## src/hw/rtl/lsra_pkg.sv

```systemverilog
`timescale 1ns / 1ps

package lsra_pkg;

  localparam int NUM_REGS  = 7;
  localparam int ID_WIDTH  = 10;
  localparam int POS_WIDTH = 16;
  localparam int REG_BASE  = 4;

  localparam int END_W  = POS_WIDTH + 1;
  localparam int IDX_W  = (NUM_REGS > 1) ? $clog2(NUM_REGS) : 1;
  localparam int CNT_W  = $clog2(NUM_REGS + 1);
  localparam int AREG_W = 4;

  localparam int IN_FIELDS_W  = ID_WIDTH + POS_WIDTH + END_W;
  localparam int IN_DATA_W    = ((IN_FIELDS_W + 7) / 8) * 8;
  localparam int OUT_FIELDS_W = 1 + AREG_W + 1 + 1 + ID_WIDTH + 1;
  localparam int OUT_DATA_W   = ((OUT_FIELDS_W + 7) / 8) * 8;

endpackage

```

## src/hw/rtl/linear_scan_register_allocator.sv

```systemverilog
`timescale 1ns / 1ps

// S_IDLE takes an input beat, S_EXPIRE frees the active intervals that end before its start,
// S_ALLOC takes the lowest free register, evicts or spills, S_INSERT moves entries for the
// sorted insert, S_OUT loads the result; one end comparator serves expiry, spill check and
// insert; expired plus moved entries never exceed NUM_REGS; a spilled newcomer skips the
// insert; a held result register adds stalls; the next input beat waits for S_IDLE again
// reset: rst_n low clears the active list, frees every register and the failure flag

module linear_scan_register_allocator (
  input  logic                            clk,
  input  logic                            rst_n,
  input  logic                            in_tvalid,
  output logic                            in_tready,
  // interval_id, start_pos, end_pos, zero pad
  input  logic [lsra_pkg::IN_DATA_W-1:0]  in_tdata,
  // new_pass
  input  logic                            in_tuser,
  output logic                            out_tvalid,
  input  logic                            out_tready,
  // got_register, assigned_reg, spilled_self, evicted_valid, evicted_id, pass_failed, zero pad
  output logic [lsra_pkg::OUT_DATA_W-1:0] out_tdata
);
  import lsra_pkg::*;

  typedef enum logic [2:0] {
    S_IDLE,
    S_EXPIRE,
    S_ALLOC,
    S_INSERT,
    S_OUT
  } state_t;

  state_t state_r, state_nxt;

  logic [CNT_W-1:0]    cnt_r, cnt_nxt;
  logic [NUM_REGS-1:0] free_r, free_nxt;
  logic                failed_r, failed_nxt;

  // active list, sorted by end; entries from index cnt_r up are don't care
  logic signed [END_W-1:0] ent_end_r [NUM_REGS];
  logic [ID_WIDTH-1:0]     ent_id_r  [NUM_REGS];
  logic [IDX_W-1:0]        ent_reg_r [NUM_REGS];

  logic [ID_WIDTH-1:0]     cur_id_r, cur_id_nxt;
  logic [POS_WIDTH-1:0]    cur_start_r, cur_start_nxt;
  logic signed [END_W-1:0] cur_end_r, cur_end_nxt;
  logic [IDX_W-1:0]        ins_reg_r, ins_reg_nxt;
  logic [IDX_W-1:0]        ins_k_r, ins_k_nxt;

  logic                got_r, got_nxt;
  logic [AREG_W-1:0]   areg_r, areg_nxt;
  logic                self_r, self_nxt;
  logic                evv_r, evv_nxt;
  logic [ID_WIDTH-1:0] evid_r, evid_nxt;

  logic                  out_tvalid_r, out_tvalid_nxt;
  logic [OUT_DATA_W-1:0] out_tdata_r, out_tdata_nxt;

  logic [IDX_W-1:0] last_idx;
  logic [IDX_W-1:0] km1_idx;
  logic [IDX_W-1:0] lowest_idx;

  logic signed [END_W:0] cmp_a, cmp_b;
  logic                  cmp_lt;

  logic shift_down, move_up, write_new;

  assign last_idx = IDX_W'(cnt_r - 1'b1);
  assign km1_idx  = ins_k_r - 1'b1;

  always_comb begin
    lowest_idx = '0;
    for (int i = NUM_REGS - 1; i >= 0; i--) begin
      if (free_r[i]) begin
        lowest_idx = IDX_W'(i);
      end
    end
  end

  // shared end comparator: cmp_lt = a < b, signed
  always_comb begin
    cmp_a = '0;
    cmp_b = '0;
    case (state_r)
      S_EXPIRE: begin
        cmp_a = {ent_end_r[0][END_W-1], ent_end_r[0]};
        cmp_b = {2'b00, cur_start_r};
      end
      S_ALLOC: begin
        cmp_a = {cur_end_r[END_W-1], cur_end_r};
        cmp_b = {ent_end_r[last_idx][END_W-1], ent_end_r[last_idx]};
      end
      S_INSERT: begin
        cmp_a = {cur_end_r[END_W-1], cur_end_r};
        cmp_b = {ent_end_r[km1_idx][END_W-1], ent_end_r[km1_idx]};
      end
      default: begin
        cmp_a = '0;
        cmp_b = '0;
      end
    endcase
  end

  assign cmp_lt = cmp_a < cmp_b;

  always_comb begin
    state_nxt      = state_r;
    cnt_nxt        = cnt_r;
    free_nxt       = free_r;
    failed_nxt     = failed_r;
    cur_id_nxt     = cur_id_r;
    cur_start_nxt  = cur_start_r;
    cur_end_nxt    = cur_end_r;
    ins_reg_nxt    = ins_reg_r;
    ins_k_nxt      = ins_k_r;
    got_nxt        = got_r;
    areg_nxt       = areg_r;
    self_nxt       = self_r;
    evv_nxt        = evv_r;
    evid_nxt       = evid_r;
    out_tvalid_nxt = out_tvalid_r;
    out_tdata_nxt  = out_tdata_r;
    shift_down     = 1'b0;
    move_up        = 1'b0;
    write_new      = 1'b0;

    if (out_tvalid_r && out_tready) begin
      out_tvalid_nxt = 1'b0;
    end

    case (state_r)
      S_IDLE: begin
        if (in_tvalid) begin
          cur_id_nxt    = in_tdata[ID_WIDTH-1:0];
          cur_start_nxt = in_tdata[ID_WIDTH +: POS_WIDTH];
          cur_end_nxt   = in_tdata[ID_WIDTH+POS_WIDTH +: END_W];
          got_nxt       = 1'b0;
          areg_nxt      = '0;
          self_nxt      = 1'b0;
          evv_nxt       = 1'b0;
          evid_nxt      = '0;
          if (in_tuser) begin
            cnt_nxt    = '0;
            free_nxt   = '1;
            failed_nxt = 1'b0;
          end
          state_nxt = S_EXPIRE;
        end
      end
      S_EXPIRE: begin
        // one head entry checked per cycle
        if (cnt_r != '0 && cmp_lt) begin
          free_nxt[ent_reg_r[0]] = 1'b1;
          cnt_nxt    = cnt_r - 1'b1;
          shift_down = 1'b1;
        end else begin
          state_nxt = S_ALLOC;
        end
      end
      S_ALLOC: begin
        if (free_r != '0) begin
          free_nxt[lowest_idx] = 1'b0;
          ins_reg_nxt = lowest_idx;
          ins_k_nxt   = IDX_W'(cnt_r);
          got_nxt     = 1'b1;
          areg_nxt    = AREG_W'(REG_BASE + int'(lowest_idx));
          state_nxt   = S_INSERT;
        end else if (cnt_r != '0 && cmp_lt) begin
          // evict the entry with the largest end and take its register
          ins_reg_nxt = ent_reg_r[last_idx];
          ins_k_nxt   = last_idx;
          cnt_nxt     = cnt_r - 1'b1;
          evv_nxt     = 1'b1;
          evid_nxt    = ent_id_r[last_idx];
          failed_nxt  = 1'b1;
          got_nxt     = 1'b1;
          areg_nxt    = AREG_W'(REG_BASE + int'(ent_reg_r[last_idx]));
          state_nxt   = S_INSERT;
        end else begin
          self_nxt   = 1'b1;
          failed_nxt = 1'b1;
          state_nxt  = S_OUT;
        end
      end
      S_INSERT: begin
        // walk from the tail; equal ends stay ahead of the new entry
        if (ins_k_r != '0 && cmp_lt) begin
          move_up   = 1'b1;
          ins_k_nxt = km1_idx;
        end else begin
          write_new = 1'b1;
          cnt_nxt   = cnt_r + 1'b1;
          state_nxt = S_OUT;
        end
      end
      S_OUT: begin
        if (!out_tvalid_r || out_tready) begin
          out_tvalid_nxt = 1'b1;
          out_tdata_nxt  = OUT_DATA_W'({failed_r, evid_r, evv_r, self_r, areg_r, got_r});
          state_nxt      = S_IDLE;
        end
      end
      default: begin
        state_nxt = S_IDLE;
      end
    endcase
  end

  always_ff @(posedge clk) begin
    if (!rst_n) begin
      state_r      <= S_IDLE;
      cnt_r        <= '0;
      free_r       <= '1;
      failed_r     <= 1'b0;
      out_tvalid_r <= 1'b0;
    end else begin
      state_r      <= state_nxt;
      cnt_r        <= cnt_nxt;
      free_r       <= free_nxt;
      failed_r     <= failed_nxt;
      out_tvalid_r <= out_tvalid_nxt;
    end
    cur_id_r    <= cur_id_nxt;
    cur_start_r <= cur_start_nxt;
    cur_end_r   <= cur_end_nxt;
    ins_reg_r   <= ins_reg_nxt;
    ins_k_r     <= ins_k_nxt;
    got_r       <= got_nxt;
    areg_r      <= areg_nxt;
    self_r      <= self_nxt;
    evv_r       <= evv_nxt;
    evid_r      <= evid_nxt;
    out_tdata_r <= out_tdata_nxt;
  end

  always_ff @(posedge clk) begin
    if (shift_down) begin
      for (int i = 0; i < NUM_REGS - 1; i++) begin
        ent_end_r[i] <= ent_end_r[i+1];
        ent_id_r[i]  <= ent_id_r[i+1];
        ent_reg_r[i] <= ent_reg_r[i+1];
      end
    end
    if (move_up) begin
      ent_end_r[ins_k_r] <= ent_end_r[km1_idx];
      ent_id_r[ins_k_r]  <= ent_id_r[km1_idx];
      ent_reg_r[ins_k_r] <= ent_reg_r[km1_idx];
    end
    if (write_new) begin
      ent_end_r[ins_k_r] <= cur_end_r;
      ent_id_r[ins_k_r]  <= cur_id_r;
      ent_reg_r[ins_k_r] <= ins_reg_r;
    end
  end

  assign in_tready  = (state_r == S_IDLE);
  assign out_tvalid = out_tvalid_r;
  assign out_tdata  = out_tdata_r;

endmodule

```

## config.mk

```make
export PLATFORM = sky130hd
export DESIGN_NAME = linear_scan_register_allocator
export DESIGN_NICKNAME = d
export VERILOG_FILES = /design/src/hw/rtl/lsra_pkg.sv /design/src/hw/rtl/linear_scan_register_allocator.sv
export SDC_FILE = /design/constraint.sdc
export NUM_CORES = 1
export LEC_CHECK = 0
export BUFFER_PORTS_ARGS = -buffer_cell sky130_fd_sc_hd__buf_2
export CAP_MARGIN = 20
export CORE_MARGIN = 4
export CORE_UTILIZATION = 50
export DETAILED_ROUTE_END_ITERATION = 10
export PLACE_DENSITY = 0.78
export SYNTH_ARGS = -nofsm -noshare
export SYNTH_HDL_FRONTEND = slang
export SYNTH_SLANG_ARGS = --single-unit
```

## constraint.sdc

```tcl
create_clock -name clk -period 7.5 [get_ports clk]
set_input_delay 0 -clock clk [delete_from_list [all_inputs] [get_ports clk]]
set_output_delay 0 -clock clk [all_outputs]
set_load 0.1 [all_outputs]
```

==> results_dict.tcl <==
set metrics [dict create \
    timing.rr.end "ent_id_r[0][1]" \
    min_path_type "in -> reg" \
    ff2ff_path_depth 17 \
    cts_root_buf "clkbuf_16" \
    io_pins 79 \
    initial_core_util 0.5065 \
    finalCriticalPeriod_ns 6.245 \
    status "finished, final reports clean" \
    globalplace.congestion 0.8746 \
    worstPathMaxFanout 31 \
    drive_above_1_share 0.2518 \
    synth_top_family_by_area "multiplexers" \
    route.vias.total 11920 \
    core-area_sq_um 35570 \
    critPathSlowestCell "ha_2" \
    async_flop_share 0 \
    hold_ws_ns 0.06027 \
    path_clk_slew_ns 0.06 \
    dieArea_sq_um 39130 \
    synthMuxAreaShare 0.2315 \
    drv_slew 0 \
    viasPerCell 6.570 \
    startpoint "cnt_r[0]" \
    die_h_um 197.8 \
    final_antenna_net_count 0 \
    tightest_slew_ns 1.062 \
    antenna_found_initial 1 \
    synth_area_sq_um 18010 \
    synth_compound_area_frac 0.1060 \
    grtUsageTotal 0.2394 \
    rsz0062_at_grt "no" \
    cts-resized-gates 0 \
    cap_violations 0 \
    synth-seq-cells 339 \
    synth-simple-area-share 0.05904 \
    p_sw_frac 0.4332 \
    first_global_vias 12060 \
    cts_buffer_depth 3 \
    clock-sinks 339 \
    seq_area_frac_synth 0.5567 \
    postSynthAreaPerCell_sq_um 14.71 \
    grt-ovfl-total 0 \
    p_sw_mw 3.884 \
    comb_power_share 0.507 \
    row_count 69 \
    powerDensity_nw_per_um2 436.1 \
    ys.flop_type "edfxtp_1" \
    crit_path_max_incr_delay_ns 0.81 \
    syn_inst 1225 \
    port-buffer-count 67 \
    htree_levels 2 \
    path_cells "inv_1 -> ha_2 -> buf_4 -> mux4_2 -> mux2i_1 -> o22ai_1 -> a21oi_1 -> ha_1 -> a21oi_1 -> o21ai_0 -> o21ai_0 -> and4_1 -> a21oi_4 -> nor2_1 -> nand2_1 -> nand2_1 -> buf_4" \
    insertion_delay_ns 0.53 \
    power_frac_seq 0.303 \
    synth-edff-count 324 \
    yosys.area.top_type "edfxtp_1" \
    dp_cells 1701 \
    clockPowerShare 0.190 \
    dp_hpwl_um 28090 \
    final_core_utilization 0.5781 \
    crit_end "ent_id_r[0][1]" \
    cts_made_buffers 36 \
    internal_power_mw 5.081 \
    die_x_um 197.8 \
    cp-end-kind "flip-flop" \
    fmax_mhz 160.1 \
    cts_tree "done" \
    irDropWorstVdd_mv 0.6049 \
    drcViolationCount 0 \
    insertedDiodeCount 0 \
    layout.nets 1403 \
    setup_viol 0 \
    fin_skew_ns 0.01797 \
    routed_wl_um 46850 \
    stdcell_count 1815 \
    synth_top_area_frac 0.5401 \
    n_fill_cell 2716 \
    worstReg2RegStart "cnt_r[0]" \
    crit_type "reg -> reg" \
    wl_per_cell_um 25.81 \
    synthTopCellsByArea "edfxtp_1, mux4_2, mux2_1" \
    grt_max_degree 47 \
    startpoint_type "flip-flop" \
    fin_tns_setup_ns 0 \
    grt_pass1_wl_um 72070 \
    p_leak_nw 7.142 \
    fin_crit_sh 0.8327 \
    drt_iter0_markers 1340 \
    critPathRequiredTime_ns 7.68 \
    yosys_warnings 0 \
    synth_fa_ha_area_frac 0.01459 \
    hold_viol 0 \
    firstDrtPassIters 5 \
    area_growth_pct 14.13 \
    maxSlewHeadroom 0.2921 \
    rrSetupSlack_ns 1.25 \
    arrival_ns 6.43 \
    yosysUniqueCellTypes 67 \
    synth_xor_xnor_area_share 0.003334 \
]
[power by group through the flow]
stage	Clock, mW	Sequential, mW	Combinational (mW)
CTS	1.73	2.71	4.48
floorplan	0	2.65	3.29
finish	1.71	2.71	4.55
detailed placement	0	2.75	4.41
global placement	0	2.73	4.34
global route	1.81	2.75	4.80
[cell families (layout without fill, tap and decap cells)]
| group | Yosys count | in the layout |
|---|---|---|
| AO/OA/AOI/OAI | 244 | 244 |
| XOR/XNOR | 6 | 6 |
| adder cells (fa/ha/maj) | 21 | 21 |
| buffers and inverters | 115 | 239 |
| flip-flops | 339 | 339 |
| multiplexers | 256 | 256 |
| other | 1 | 6 |
| AND/OR/NAND/NOR | 243 | 243 |
[worst max-delay path, delay by kind of cell (launching register included)]
| kind | cells | cell delay [ns] |
|---|---|---|
| flops | 1 | 0.62 |
| simple gates | 4 | 1.36 |
| compound gates | 6 | 0.96 |
| fa+ha+maj | 2 | 1.11 |
| buf+inv | 3 | 1.24 |
| mux | 2 | 0.57 |
[cell usage after synthesis, types with 3 or more instances]
cell type / count
inv_1: 14
a21oi_4: 10
mux2_1: 80
and2_1: 5
mux4_2: 120
o21ai_1: 79
nor2_1: 20
ha_1: 21
mux2_2: 5
nor2b_1: 6
edfxtp_1: 324
nand4_1: 4
buf_6: 4
a31oi_1: 4
mux2i_1: 51
o311ai_4: 13
nand2_1: 154
o21a_1: 3
a21oi_1: 38
o21ai_0: 12
buf_1: 7
o311ai_2: 3
o31ai_1: 3
dfxtp_1: 15
buf_2: 16
xor2_1: 3
nand3_1: 11
buf_4: 6
nor3b_1: 3
clkbuf_1: 67
o22ai_1: 17
nor3_1: 26
o211ai_1: 20
a21oi_2: 4
a22o_1: 16
[worst min path at each step]
stage | depth (start not counted) | to | start
6_report | 6 | free_r[1] | in_tuser
5_1_grt | 6 | free_r[1] | in_tuser
4_1_cts | 6 | free_r[1] | in_tuser
3_5_place_dp | 1 | cur_start_r[6] | in_tdata[16]
3_3_place_gp | 1 | cur_id_r[7] | in_tdata[7]
2_1_floorplan | 0 | cur_end_r[0] | in_tdata[26]
[flip-flops by register name, summed over array words and instances, names as in the netlist, 4 cells and up]
signal	cells
ent_end_r	136
ent_id_r	80
ent_reg_r	24
out_tdata	18
cur_end_r	17
cur_start_r	16
cur_id_r	10
evid_r	10
free_r	7
areg_r	4
[cells in the final DEF, fill, tap and decap left out, types with 38 or more instances in the layout]
cell           instances
edfxtp_1             324
o21ai_1               79
dlygate4sd3_1         50
mux4_2               120
buf_4                 43
nand2_1              152
mux2i_1               51
a21oi_1               38
mux2_1                80
buf_2                 67
[metrics by stage]
stage               area, sq um  power [mW]  setup slack [ns]
global route              20560       9.361             1.005
CTS                       20550       8.925             1.353
finish                    20560       8.966             1.255
global placement          18950       7.073             1.544
detailed placement        18950       7.160             1.450
floorplan                 18030       5.940             1.539
[routing by layer]
| metal | vias up | GRT usage | routed length, um |
|---|---|---|---|
| met3 | 119 | 0.04339 | 4615 |
| met5 | - | 0 | 20 |
| met2 | 667 | 0.3953 | 22880 |
| li1 | 5100 | - | - |
| met4 | 2 | 0.08034 | 1502 |
| met1 | 6036 | 0.3244 | 17830 |
[area by class of cell]
type,instances,area [sq um],share of cell area
Sequential cell,339,10030,0.4880
Multi-Input combinational cell,776,7596,0.3694
Timing Repair Buffer,162,1199,0.05830
Clock buffer,43,948.4,0.04613
Tap cell,461,576.8,0.02805
Clock inverter,20,155.1,0.007546
Inverter,14,52.55,0.002556
[what timing repair did]
action | 4_1_cts | 5_1_grt
endpoints found under the hold margin | 56 | 0
setup buffers | 0 | 0
hold buffers | 50 | 0
Power figures use the tool's default switching activity.
